**config.mk**
```make
export PLATFORM = sky130hd
export DESIGN_NAME = bpfa_ctrl
export DESIGN_NICKNAME = d
export VERILOG_FILES = /design/src/rtl/bpfa_pkg.sv /design/src/rtl/bpfa_ctrl.sv
export SDC_FILE = /design/constraint.sdc
export NUM_CORES = 1
export LEC_CHECK = 0
export BUFFER_PORTS_ARGS = -buffer_cell sky130_fd_sc_hd__buf_2
export CAP_MARGIN = 20
export CELL_PAD_IN_SITES_DETAIL_PLACEMENT = 0
export CELL_PAD_IN_SITES_GLOBAL_PLACEMENT = 1
export CORE_ASPECT_RATIO = 1.75
export CORE_UTILIZATION = 40
export CTS_BUF_LIST = sky130_fd_sc_hd__clkbuf_8
export CTS_CLUSTER_DIAMETER = 30
export DETAILED_ROUTE_END_ITERATION = 8
export PLACE_DENSITY_LB_ADDON = 0.1
export SYNTH_ARGS = -nofsm -noshare
export SYNTH_HDL_FRONTEND = slang
export SYNTH_SLANG_ARGS = --single-unit
```
**constraint.sdc**
```tcl
create_clock -name clk -period 4.9 [get_ports clk]
set_clock_uncertainty 0.1 [all_clocks]
set_input_delay 1.47 -clock clk [delete_from_list [all_inputs] [get_ports clk]]
set_output_delay 1.47 -clock clk [all_outputs]
set_load 0.02 [all_outputs]
```
**src/rtl/bpfa_pkg.sv**
```systemverilog
// Shared types, constants and helper functions of the bitmap page frame allocator.
`timescale 1ns / 1ps

package bpfa_pkg;

    localparam int unsigned ADDR_W      = 32;
    localparam int unsigned BLOCK_BYTES = 4096;
    localparam int unsigned BLOCK_SHIFT = $clog2(BLOCK_BYTES);
    // Block numbers and run ends, one bit wider than an address shifted down.
    localparam int unsigned BLK_W       = ADDR_W - BLOCK_SHIFT + 1;
    localparam int unsigned WORD_BITS   = 32;
    localparam int unsigned BIT_W       = $clog2(WORD_BITS);
    localparam logic [WORD_BITS-1:0] FULL_WORD = 32'hFFFF_FFFF;

    typedef enum logic [2:0] {
        ACT_ALLOC         = 3'd0,
        ACT_FREE          = 3'd1,
        ACT_REGION_USED   = 3'd2,
        ACT_REGION_UNUSED = 3'd3,
        ACT_TEST          = 3'd4
    } action_t;

    typedef enum logic [1:0] {
        ST_OK    = 2'd0,
        ST_OOM   = 2'd1,
        ST_RANGE = 2'd2
    } status_t;

    typedef enum logic [3:0] {
        S_CLEAR,
        S_IDLE,
        S_PREP,
        S_SPAN,
        S_FIX0,
        S_SCAN,
        S_TEST_RD,
        S_TEST_DATA,
        S_DONE
    } state_t;

    typedef struct packed {
        logic [2:0]        action;
        logic [ADDR_W-1:0] byte_address;
        logic [31:0]       size_bytes;
        logic [14:0]       block_index;
    } req_t;

    typedef struct packed {
        logic [ADDR_W-1:0] alloc_address;
        logic              block_used;
        logic [1:0]        status;
    } rsp_t;

    // Position of the lowest clear bit of a word that is known not to be full.
    function automatic logic [BIT_W-1:0] first_zero(input logic [WORD_BITS-1:0] w);
        logic [BIT_W-1:0] idx;
        idx = '0;
        for (int i = WORD_BITS - 1; i >= 0; i--)
        begin
            if (!w[i])
            begin
                idx = BIT_W'(i);
            end
        end
        return idx;
    endfunction

    // Ones from bit lo up to bit hi inclusive.
    function automatic logic [WORD_BITS-1:0] span_mask(input logic [BIT_W-1:0] lo,
                                                       input logic [BIT_W-1:0] hi);
        return (FULL_WORD << lo) & (FULL_WORD >> (BIT_W'(WORD_BITS - 1) - hi));
    endfunction

endpackage

```
**src/rtl/bpfa_ctrl.sv**
```systemverilog
// Sequencer that runs each item as read or read-modify-write passes on the bitmap.
`timescale 1ns / 1ps

module bpfa_ctrl #(
    parameter int unsigned NUM_BLOCKS = 32768
) (
    input  logic                    clk,
    input  logic                    rst_n,
    input  logic                    req_valid,
    output logic                    req_ready,
    input  bpfa_pkg::req_t          req,
    output logic                    res_valid,
    input  logic                    res_ready,
    output bpfa_pkg::rsp_t          res,
    output logic                    mem_wr_en,
    output logic [((NUM_BLOCKS + 31) / 32 > 1 ? $clog2((NUM_BLOCKS + 31) / 32) : 1)-1:0]
                                    mem_wr_addr,
    output logic [31:0]             mem_wr_data,
    output logic                    mem_rd_en,
    output logic [((NUM_BLOCKS + 31) / 32 > 1 ? $clog2((NUM_BLOCKS + 31) / 32) : 1)-1:0]
                                    mem_rd_addr,
    input  logic [31:0]             mem_rd_data
);

    localparam int unsigned WORD_COUNT = (NUM_BLOCKS + 31) / 32;
    localparam int unsigned WAW        = WORD_COUNT > 1 ? $clog2(WORD_COUNT) : 1;
    localparam int unsigned BLK_W      = bpfa_pkg::BLK_W;
    localparam int unsigned BIT_W      = bpfa_pkg::BIT_W;
    localparam int unsigned SHIFT      = bpfa_pkg::BLOCK_SHIFT;
    localparam int unsigned ADDR_W     = bpfa_pkg::ADDR_W;
    localparam logic [WAW-1:0]   LAST_WORD = WAW'(WORD_COUNT - 1);
    localparam logic [BLK_W-1:0] NUM_B     = BLK_W'(NUM_BLOCKS);

    bpfa_pkg::state_t  state_reg, state_next;
    bpfa_pkg::req_t    item_reg, item_next;
    bpfa_pkg::status_t status_reg, status_next;
    logic [WAW-1:0]    cur_reg, cur_next;
    logic [WAW-1:0]    pw_reg, pw_next;
    logic              last_reg, last_next;
    logic              pend_reg, pend_next;
    logic [BLK_W-1:0]  lo_reg, lo_next;
    logic [BLK_W-1:0]  hi_reg, hi_next;
    logic              set_reg, set_next;
    logic              fix0_reg, fix0_next;
    logic              used_reg, used_next;
    logic [ADDR_W-1:0] addr_reg, addr_next;

    // Block arithmetic for the item held in item_reg.
    logic [BLK_W-1:0] start_blk;
    logic [BLK_W-1:0] cnt_up;
    logic [BLK_W-1:0] cnt_dn;
    logic [BLK_W-1:0] cnt;
    logic [BLK_W-1:0] end_raw;
    logic             over;
    logic [BLK_W-1:0] idx_ext;

    // Walk bounds.
    logic [BLK_W-1:0] last_blk;
    logic [WAW-1:0]   fw;
    logic [WAW-1:0]   lw;
    logic [BIT_W-1:0] lob;
    logic [BIT_W-1:0] hib;
    logic [31:0]      mask;

    // Scan result.
    logic             hit;
    logic [BIT_W-1:0] zbit;
    logic [WAW+BIT_W-1:0] found;

    always_comb
    begin
        start_blk = {1'b0, item_reg.byte_address[ADDR_W-1:SHIFT]};
        cnt_dn    = {1'b0, item_reg.size_bytes[31:SHIFT]};
        cnt_up    = cnt_dn + BLK_W'(|item_reg.size_bytes[SHIFT-1:0]);
        cnt       = (item_reg.action == bpfa_pkg::ACT_REGION_USED) ? cnt_up : cnt_dn;
        end_raw   = start_blk + cnt;
        over      = end_raw > NUM_B;
        idx_ext   = BLK_W'(item_reg.block_index);

        last_blk  = hi_reg - BLK_W'(1);
        fw        = lo_reg[WAW+BIT_W-1:BIT_W];
        lw        = last_blk[WAW+BIT_W-1:BIT_W];
        lob       = (pw_reg == fw) ? lo_reg[BIT_W-1:0] : '0;
        hib       = (pw_reg == lw) ? last_blk[BIT_W-1:0] : '1;
        mask      = bpfa_pkg::span_mask(lob, hib);

        hit       = mem_rd_data != bpfa_pkg::FULL_WORD;
        zbit      = bpfa_pkg::first_zero(mem_rd_data);
        found     = {pw_reg, zbit};
    end

    always_ff @(posedge clk or negedge rst_n)
    begin
        if (!rst_n)
        begin
            state_reg <= bpfa_pkg::S_CLEAR;
            cur_reg   <= '0;
            last_reg  <= 1'b0;
            pend_reg  <= 1'b0;
            fix0_reg  <= 1'b0;
        end
        else
        begin
            state_reg <= state_next;
            cur_reg   <= cur_next;
            last_reg  <= last_next;
            pend_reg  <= pend_next;
            fix0_reg  <= fix0_next;
        end
    end

    always_ff @(posedge clk)
    begin
        item_reg   <= item_next;
        status_reg <= status_next;
        pw_reg     <= pw_next;
        lo_reg     <= lo_next;
        hi_reg     <= hi_next;
        set_reg    <= set_next;
        used_reg   <= used_next;
        addr_reg   <= addr_next;
    end

    always_comb
    begin
        state_next  = state_reg;
        item_next   = item_reg;
        status_next = status_reg;
        cur_next    = cur_reg;
        pw_next     = pw_reg;
        last_next   = last_reg;
        pend_next   = pend_reg;
        lo_next     = lo_reg;
        hi_next     = hi_reg;
        set_next    = set_reg;
        fix0_next   = fix0_reg;
        used_next   = used_reg;
        addr_next   = addr_reg;

        req_ready   = 1'b0;
        res_valid   = 1'b0;
        mem_wr_en   = 1'b0;
        mem_wr_addr = pw_reg;
        mem_wr_data = mem_rd_data;
        mem_rd_en   = 1'b0;
        mem_rd_addr = cur_reg;

        unique case (state_reg)
            bpfa_pkg::S_CLEAR:
            begin
                mem_wr_en   = 1'b1;
                mem_wr_addr = cur_reg;
                mem_wr_data = bpfa_pkg::FULL_WORD;
                cur_next    = cur_reg + WAW'(1);
                if (cur_reg == LAST_WORD)
                begin
                    state_next = bpfa_pkg::S_IDLE;
                end
            end

            bpfa_pkg::S_IDLE:
            begin
                req_ready = 1'b1;
                if (req_valid)
                begin
                    item_next   = req;
                    status_next = bpfa_pkg::ST_OK;
                    used_next   = 1'b0;
                    addr_next   = '0;
                    state_next  = bpfa_pkg::S_PREP;
                end
            end

            bpfa_pkg::S_PREP:
            begin
                last_next = 1'b0;
                pend_next = 1'b0;
                fix0_next = 1'b0;
                unique case (item_reg.action)
                    bpfa_pkg::ACT_ALLOC:
                    begin
                        cur_next   = '0;
                        state_next = bpfa_pkg::S_SCAN;
                    end
                    bpfa_pkg::ACT_FREE:
                    begin
                        if (start_blk >= NUM_B)
                        begin
                            status_next = bpfa_pkg::ST_RANGE;
                            state_next  = bpfa_pkg::S_DONE;
                        end
                        else
                        begin
                            lo_next    = start_blk;
                            hi_next    = start_blk + BLK_W'(1);
                            set_next   = 1'b0;
                            cur_next   = start_blk[WAW+BIT_W-1:BIT_W];
                            state_next = bpfa_pkg::S_SPAN;
                        end
                    end
                    bpfa_pkg::ACT_REGION_USED,
                    bpfa_pkg::ACT_REGION_UNUSED:
                    begin
                        lo_next   = start_blk;
                        hi_next   = over ? NUM_B : end_raw;
                        set_next  = item_reg.action == bpfa_pkg::ACT_REGION_USED;
                        fix0_next = item_reg.action == bpfa_pkg::ACT_REGION_UNUSED;
                        cur_next  = start_blk[WAW+BIT_W-1:BIT_W];
                        if (cnt != '0 && over)
                        begin
                            status_next = bpfa_pkg::ST_RANGE;
                        end
                        // A run with no block in the bitmap skips the span pass.
                        if (cnt == '0 || start_blk >= NUM_B)
                        begin
                            state_next = (item_reg.action == bpfa_pkg::ACT_REGION_UNUSED)
                                         ? bpfa_pkg::S_FIX0 : bpfa_pkg::S_DONE;
                        end
                        else
                        begin
                            state_next = bpfa_pkg::S_SPAN;
                        end
                    end
                    bpfa_pkg::ACT_TEST:
                    begin
                        if (idx_ext >= NUM_B)
                        begin
                            status_next = bpfa_pkg::ST_RANGE;
                            state_next  = bpfa_pkg::S_DONE;
                        end
                        else
                        begin
                            state_next = bpfa_pkg::S_TEST_RD;
                        end
                    end
                    default:
                    begin
                        state_next = bpfa_pkg::S_DONE;
                    end
                endcase
            end

            bpfa_pkg::S_SPAN:
            begin
                // Read one word per cycle and write the previous one back.
                if (!last_reg)
                begin
                    mem_rd_en = 1'b1;
                    cur_next  = cur_reg + WAW'(1);
                    last_next = cur_reg == lw;
                    pw_next   = cur_reg;
                end
                pend_next = !last_reg;
                if (pend_reg)
                begin
                    mem_wr_en   = 1'b1;
                    mem_wr_data = set_reg ? (mem_rd_data | mask) : (mem_rd_data & ~mask);
                end
                if (last_reg && !pend_reg)
                begin
                    state_next = fix0_reg ? bpfa_pkg::S_FIX0 : bpfa_pkg::S_DONE;
                end
            end

            bpfa_pkg::S_FIX0:
            begin
                lo_next    = '0;
                hi_next    = BLK_W'(1);
                set_next   = 1'b1;
                fix0_next  = 1'b0;
                cur_next   = '0;
                last_next  = 1'b0;
                pend_next  = 1'b0;
                state_next = bpfa_pkg::S_SPAN;
            end

            bpfa_pkg::S_SCAN:
            begin
                if (!last_reg)
                begin
                    mem_rd_en = 1'b1;
                    cur_next  = cur_reg + WAW'(1);
                    last_next = cur_reg == LAST_WORD;
                    pw_next   = cur_reg;
                end
                pend_next = !last_reg;
                if (pend_reg && hit)
                begin
                    state_next = bpfa_pkg::S_DONE;
                    if (found == '0)
                    begin
                        status_next = bpfa_pkg::ST_OOM;
                    end
                    else
                    begin
                        mem_wr_en   = 1'b1;
                        mem_wr_data = mem_rd_data | (32'd1 << zbit);
                        addr_next   = ADDR_W'(found) << SHIFT;
                    end
                end
                else if (pend_reg && last_reg)
                begin
                    status_next = bpfa_pkg::ST_OOM;
                    state_next  = bpfa_pkg::S_DONE;
                end
            end

            bpfa_pkg::S_TEST_RD:
            begin
                mem_rd_en   = 1'b1;
                mem_rd_addr = idx_ext[WAW+BIT_W-1:BIT_W];
                state_next  = bpfa_pkg::S_TEST_DATA;
            end

            bpfa_pkg::S_TEST_DATA:
            begin
                used_next  = mem_rd_data[idx_ext[BIT_W-1:0]];
                state_next = bpfa_pkg::S_DONE;
            end

            bpfa_pkg::S_DONE:
            begin
                res_valid = 1'b1;
                if (res_ready)
                begin
                    state_next = bpfa_pkg::S_IDLE;
                end
            end

            default:
            begin
                state_next = bpfa_pkg::S_IDLE;
            end
        endcase
    end

    always_comb
    begin
        res.alloc_address = addr_reg;
        res.block_used    = used_reg;
        res.status        = status_reg;
    end

endmodule

```
==> impl_metrics.py, run 1 <==
metrics = {
    "placed_design": {
        "gp_congestion": 0.9792,
        "port_buffers": 179,
        "placed_area_mm2": 0.01493,
        "hpwl_um": 40590,
        "dpl.cell_count": 2070,
    },
    "global_route": {
        "grt_antenna_before_repair": 4,
        "grt_pass1_vias": 12590,
        "grt_max_degree": 71,
        "overflow": 0,
        "grt.total_usage_pct": 37.68,
        "grt_pass1_wl_um": 78780,
    },
    "yosys": {
        "synth_edf_count": 129,
        "yosysMostFrequentCell": "nand2_1",
        "synth_cell_types": 89,
        "ys_ff_latch": 146,
        "yosysTopAreaCell": "edfxtp_1",
        "synth_top_area_share_pct": 33.25,
        "synth_cells": 1331,
        "ys.flop_type": "edfxtp_1",
        "ys_top_cells_by_area": "edfxtp_1 (33%), o21ai_0 (4.7%), nand2_1 (4.4%)",
        "avgSynthCellArea_um2": 8.752,
        "synthArstFlopShare_pct": 11.64,
        "synth-seq-area-share_pct": 36.91,
        "yosys_warnings": 0,
        "syn_area_mm2": 0.01165,
        "ys_top_cells_by_count": "nand2_1 (135), edfxtp_1 (129), nor2_1 (116)",
    },
    "critical_path": {
        "cp.arrival_ns": 4.22,
        "crit_fanout": 7,
        "cp-startpoint": "hi_reg[0]$_SDFFCE_PP1P_",
        "start_kind": "flop",
        "worstSetupPathType": "flop to primary output",
        "required_ns": 3.33,
        "end_kind": "primary output",
        "r2r-start": "item_reg[16]$_DFFE_PP_",
    },
    "detailed_routing": {
        "routedWlPerCell_um": 25.04,
        "dr.first_iter.drc_count": 813,
        "viasPerCell": 5.891,
        "drt-total-wl_um": 54210,
        "route.detailed.drc": 0,
        "drtPass1Iterations": 5,
        "antenna_left": 0,
        "vias": 12760,
    },
    "sta": {
        "fin_crit_ns": 5.785,
        "worst_slack_ns": -0.8851,
        "finalMaxSlewViolations": 0,
        "fin_crit_sh_pct": 118.1,
        "hold_viol_final": 0,
        "slew_headroom_pct": 25.39,
        "worst_hold_slack_ns": 0.4400,
        "tightest_slew_ns": 1.109,
        "finalSetupViolations": 33,
        "max_freq_ghz": 0.1729,
        "rsz0062_at_grt": "true",
    },
    "hold_path": {
        "min_from": "fix0_reg$_DFFE_PN0N_",
        "min_path_type": "flop to flop",
    },
    "layout": {
        "drive_gt1_share_pct": 39.82,
        "finalInstanceArea_mm2": 0.01682,
        "fin_nets": 1915,
        "fin_cells": 2165,
        "largest_reg_flops": 35,
        "syn_to_final_growth_pct": 44.39,
    },
    "clocking": {
        "htreeDepth": 4,
        "clk_pin_slew_worst_paths_ns": 0.10,
        "numCtsBuffers": 17,
        "cts_root_buffer": "clkbuf_8",
        "clock_latency_ns": 0.49,
        "cts_tree": "built",
        "clock_path_buffers": 2,
        "cts_sinks": 146,
    },
    "die": {
        "start_util_pct": 40.69,
        "pin_count": 209,
        "fp.coreArea_mm2": 0.02863,
        "rows": 82,
        "die_w_um": 131,
        "die-area_mm2": 0.02984,
        "die_h_um": 227.8,
    },
    "outcome": {
        "outcome": "complete, but fails checks",
        "violations": "setup timing",
    },
    "run": {
        "max-cap-violations": 0,
    },
    "pwr": {
        "p_leak_nw": 6.759,
        "power_density_mw_per_mm2": 434.9,
        "ir_worst_vdd_v": 0.0002918,
    },
}
-- timing repair --
item / in CTS / in global routing
hold buffers: 0 / 0
cloned: 0 / 1
gates resized for setup: 117 / 127
buffers inserted: 31 / 29
setup endpoints to repair: 35 / 63
pin swaps: 25 / 35
-- where the power goes --
part / switching [mW] / internal, mW / leakage [nW]
Combinational: 2.58 / 1.76 / 5.15
Sequential: 0.320 / 1.68 / 1.41
Clock: 0.578 / 0.391 / 0.203
-- layout make-up --
| class | instances | area [µm²] |
|---|---|---|
| Clock inverter | 15 | 186.4 |
| Clock buffer | 17 | 234.0 |
| Timing Repair Buffer | 503 | 3752 |
| Multi-Input combinational cell | 1065 | 7722 |
| Sequential cell | 146 | 4299 |
| Inverter | 37 | 142.6 |
| Fill cell | 2657 | 11810 |
| Antenna cell | 4 | 10.01 |
| Tap cell | 378 | 473.0 |
-- through the flow --
stage / setup slack (ns) / util, % / setup TNS, ns / total power [mW]
global placement: -0.8086 / 52.17 / -17.68 / 5.791
floorplan: -0.3108 / - / -3.100 / 4.267
finish: -0.8851 / 58.76 / -22.50 / 7.315
CTS: -0.8372 / 56.09 / -22.46 / 6.994
detailed placement: -0.8325 / 52.17 / -18.36 / 5.824
global route: -1.016 / 58.73 / -26.93 / 7.697
-- worst max-delay path, cell delays in order (launching register included) --
cell,delay (ns)
edfxtp_1,0.41
inv_2,0.09
ha_4,0.13
or4b_4,0.53
buf_12,0.17
nor4_4,0.19
a21oi_2,0.05
a2111o_2,0.48
or4_4,0.64
buf_8,0.17
o211ai_1,0.19
buf_4,0.23
nor3_2,0.06
a211oi_2,0.19
buf_6,0.19
-- path summary, 6_finish.rpt --
path                            cells after the start                        to  slack (ns)
worst max-delay path                               14           mem_wr_data[24]       -0.89
worst min-delay path                                2      fix0_reg$_DFFE_PN0N_        0.44
worst max register to register                     17   status_reg[0]$_DFFE_PP_        0.23
worst min register to register                      2      fix0_reg$_DFFE_PN0N_        0.44
max in group asynchronous                           1  state_reg[3]$_DFFE_PN0P_        3.51
min in group asynchronous                           1    cur_reg[3]$_DFFE_PN0P_        0.82
-- placed cells by master (no fill, tap or decap), drive strengths merged, types with 12 or more instances in the layout --
cell type  netlist  routed
xor2            32      32
o21ai          111     111
o41ai           20      20
inv             37      42
mux2            13      13
or3             13      13
o211ai          18      18
buf             24     499
and3            18      18
ha              26      26
nor4            25      25
o31ai           18      18
nor2           116     116
clkbuf          75      21
nand4           28      28
conb             1      17
a211oi          17      17
and2            39      39
nand2          135     135
a31oi           21      21
nand3           39      39
and4            12      12
nand2b          21      21
a21oi           65      65
nor3            44      44
xnor2           55      55
dfrtp           17      17
edfxtp         129     129
-- cells by family (layout without fill, tap and decap cells) --
logic type      after synthesis  after routing  share of synthesized area [%]
mux                          26             26                          3.448
flops                       146            146                          36.91
fa+ha+maj                    27             27                          2.965
buf+inv                     136            572                          5.070
other cells                   1             21                        0.03219
compound gates              367            367                          20.62
xor+xnor                     89             89                          6.928
simple gates                539            539                          24.03
-- per-layer routing --
metal | part of all wire, % | global-route usage (%) | vias to the layer above
met1 | 30 | 32.15 | 6091
met2 | 51 | 63.44 | 527
met4 | 11 | 35.67 | 4
li1 | - | - | 5876
met3 | 8.0 | 16.18 | 257
met5 | 0.077 | 0 | -
No activity file was read; power rests on OpenSTA's default activity.
==> inputs of run 2 (changes only) <==
--- a/config.mk
+++ b/config.mk
@@ -14,7 +14,9 @@
 export CTS_BUF_LIST = sky130_fd_sc_hd__clkbuf_8
 export CTS_CLUSTER_DIAMETER = 30
 export DETAILED_ROUTE_END_ITERATION = 8
+export MAX_ROUTING_LAYER = met4
 export PLACE_DENSITY_LB_ADDON = 0.1
+export RECOVER_POWER = 100
 export SYNTH_ARGS = -nofsm -noshare
 export SYNTH_HDL_FRONTEND = slang
 export SYNTH_SLANG_ARGS = --single-unit
==> impl_metrics.py, run 2 (synthesized netlist as in run 1, its figures left out) <==
metrics = {
    "global_route": {
        "grt_pass1_wl_um": 77310,
        "use_met3_pct": 13.37,
        "grt_antenna_before_repair": 6,
        "grt.total_usage_pct": 37.94,
        "grt_max_degree": 71,
        "met1_usage_pct": 31.28,
        "grt_pass1_vias": 12590,
        "use_met2_pct": 64.57,
        "overflow": 0,
        "busiest_layer": "met2",
    },
    "critical_path": {
        "required_ns": 3.33,
        "start_kind": "flop",
        "worstSetupPathType": "flop to primary output",
        "crit_fanout": 5,
        "cp.arrival_ns": 4.30,
        "end_kind": "primary output",
    },
    "sta": {
        "hold_viol_final": 0,
        "worst_slack_ns": -0.9668,
        "finalSetupViolations": 33,
        "finalMaxSlewViolations": 103,
        "fin_crit_ns": 5.867,
        "max_freq_ghz": 0.1705,
        "slew_headroom_pct": -16.60,
        "fin_crit_sh_pct": 119.7,
        "tightest_slew_ns": 1.749,
        "rsz0062_at_grt": "true",
    },
    "hold_path": {
        "min_path_type": "flop to flop",
    },
    "clocking": {
        "clk_pin_slew_worst_paths_ns": 0.09,
        "cts_tree": "built",
        "htreeDepth": 4,
        "cts_sinks": 146,
        "clock_path_buffers": 2,
        "cts_hold_buffers": 0,
        "numCtsBuffers": 17,
        "clock_latency_ns": 0.50,
        "cts_root_buffer": "clkbuf_8",
    },
    "layout": {
        "syn_to_final_growth_pct": 41.96,
        "drive_gt1_share_pct": 35.82,
        "mostFrequentLayoutCell": "buf_4",
        "final_cell_mix": "buf_4 (264), nand2_1 (132), edfxtp_1 (129)",
        "finalInstanceArea_mm2": 0.01654,
        "largest_reg_flops": 35,
        "fin_nets": 1885,
        "nFillCells": 2675,
    },
    "detailed_routing": {
        "drtPass1Iterations": 5,
        "vias": 12650,
        "route.detailed.drc": 0,
        "antenna_left": 0,
        "dr.first_iter.drc_count": 801,
        "viasPerCell": 5.915,
        "routedWlPerCell_um": 24.89,
        "drt-total-wl_um": 53220,
    },
    "placed_design": {
        "gp_congestion": 1.001,
        "hpwl_um": 40860,
        "port_buffers": 179,
        "placed_area_mm2": 0.01486,
    },
    "run": {
        "max-cap-violations": 2,
    },
    "die": {
        "die_h_um": 227.8,
        "die-area_mm2": 0.02984,
        "rows": 82,
        "start_util_pct": 40.69,
        "fp.coreArea_mm2": 0.02863,
        "die_w_um": 131,
        "pin_count": 209,
    },
    "pwr": {
        "p_total_mw": 7.354,
        "p_leak_nw": 6.494,
        "ir_worst_vdd_v": 0.0002535,
        "power_density_mw_per_mm2": 444.7,
    },
    "outcome": {
        "violations": "capacitance limit, slew limit, setup timing",
        "outcome": "complete, but fails checks",
    },
}
==> run 2: cell types whose count changed in the layout (fill, tap and decap cells not counted), moves of 5 or more <==
cell,previous run,this run
and2_0,1,19
and2_1,38,20
buf_2,139,97
buf_4,300,264
buf_6,43,50
buf_8,10,4
clkbuf_1,0,48
nor3_2,9,14
o41ai_2,11,6
==> run 2: worst paths after layout <==
kind / from / end / slack [ns] / depth (start not counted)
worst min register to register: fix0_reg$_DFFE_PN0N_ / fix0_reg$_DFFE_PN0N_ / 0.44 / 2
max in group asynchronous: rst_n / state_reg[0]$_DFFE_PN0P_ / 2.84 / 1
worst max register to register: item_reg[19]$_DFFE_PP_ / hi_reg[11]$_SDFFCE_PP0P_ / 0.03 / 16
worst min-delay path: fix0_reg$_DFFE_PN0N_ / fix0_reg$_DFFE_PN0N_ / 0.44 / 2
worst max-delay path: hi_reg[0]$_SDFFCE_PP1P_ / mem_wr_data[8] / -0.97 / 15
min in group asynchronous: rst_n / cur_reg[1]$_DFFE_PN0P_ / 1.11 / 1
==> run 2: metrics by stage <==
| step | std cells | utilization (%) | setup slack [ns] | hold WS (ns) | setup TNS [ns] |
|---|---|---|---|---|---|
| after global placement | 2064 | 51.93 | -0.6387 | 0.4123 | -16.94 |
| after detailed placement | 2064 | 51.93 | -0.6273 | 0.4191 | -16.80 |
| after floorplan | 1347 | - | -0.3108 | 0.3231 | -3.100 |
| final | 2138 | 57.77 | -0.9668 | 0.4429 | -26.67 |
| after CTS | 2115 | 56.10 | -0.8873 | 0.4425 | -22.81 |
| after global routing | 2137 | 57.76 | -1.074 | 0.4714 | -34.33 |
==> run 2: what timing repair did <==
action | CTS | global route
buffers inserted | 23 | 16
pin swaps | 52 | 50
gates cloned | 0 | 0
resized for setup | 151 | 96
hold endpoints to repair | 0 | 0
endpoints found under the setup margin | 37 | 46
==> run 2: cell type report <==
type	instances	area [µm²]	area share, %
timing repair buffer	473	3381	20.44
inverter	37	138.9	0.8399
clock buffer	17	234.0	1.415
clock inverter	15	181.4	1.097
antenna	7	17.52	0.1059
tap	378	473.0	2.860
sequential	146	4299	26.00
multi-input combinational	1065	7811	47.24
==> run 2: per-layer routing <==
metal | part of all wire [%] | routed length (µm)
met1 | 31 | 16320
met3 | 6.5 | 3471
met4 | 10 | 5513
met2 | 52 | 27920
met5 | 0 | 0
==> run 2: critical path, cell delays in order (launching register included) <==
cell and delay (ns):
edfxtp_1 0.42, inv_2 0.08, ha_4 0.12, or4b_4 0.54, buf_12 0.17, nor4_4 0.28
a21oi_1 0.06, a2111o_1 0.46, or4_4 0.63, buf_6 0.17, buf_6 0.11, o31ai_4 0.22
buf_6 0.13, nor4bb_4 0.19, nor3_2 0.07, buf_4 0.16
==> run 2: power by group <==
part | total (mW) | switching [mW] | internal, mW
clock network | 0.972 | 0.583 | 0.389
registers | 2.01 | 0.317 | 1.69
logic | 4.37 | 2.64 | 1.73
total | 7.35 | 3.54 | 3.82
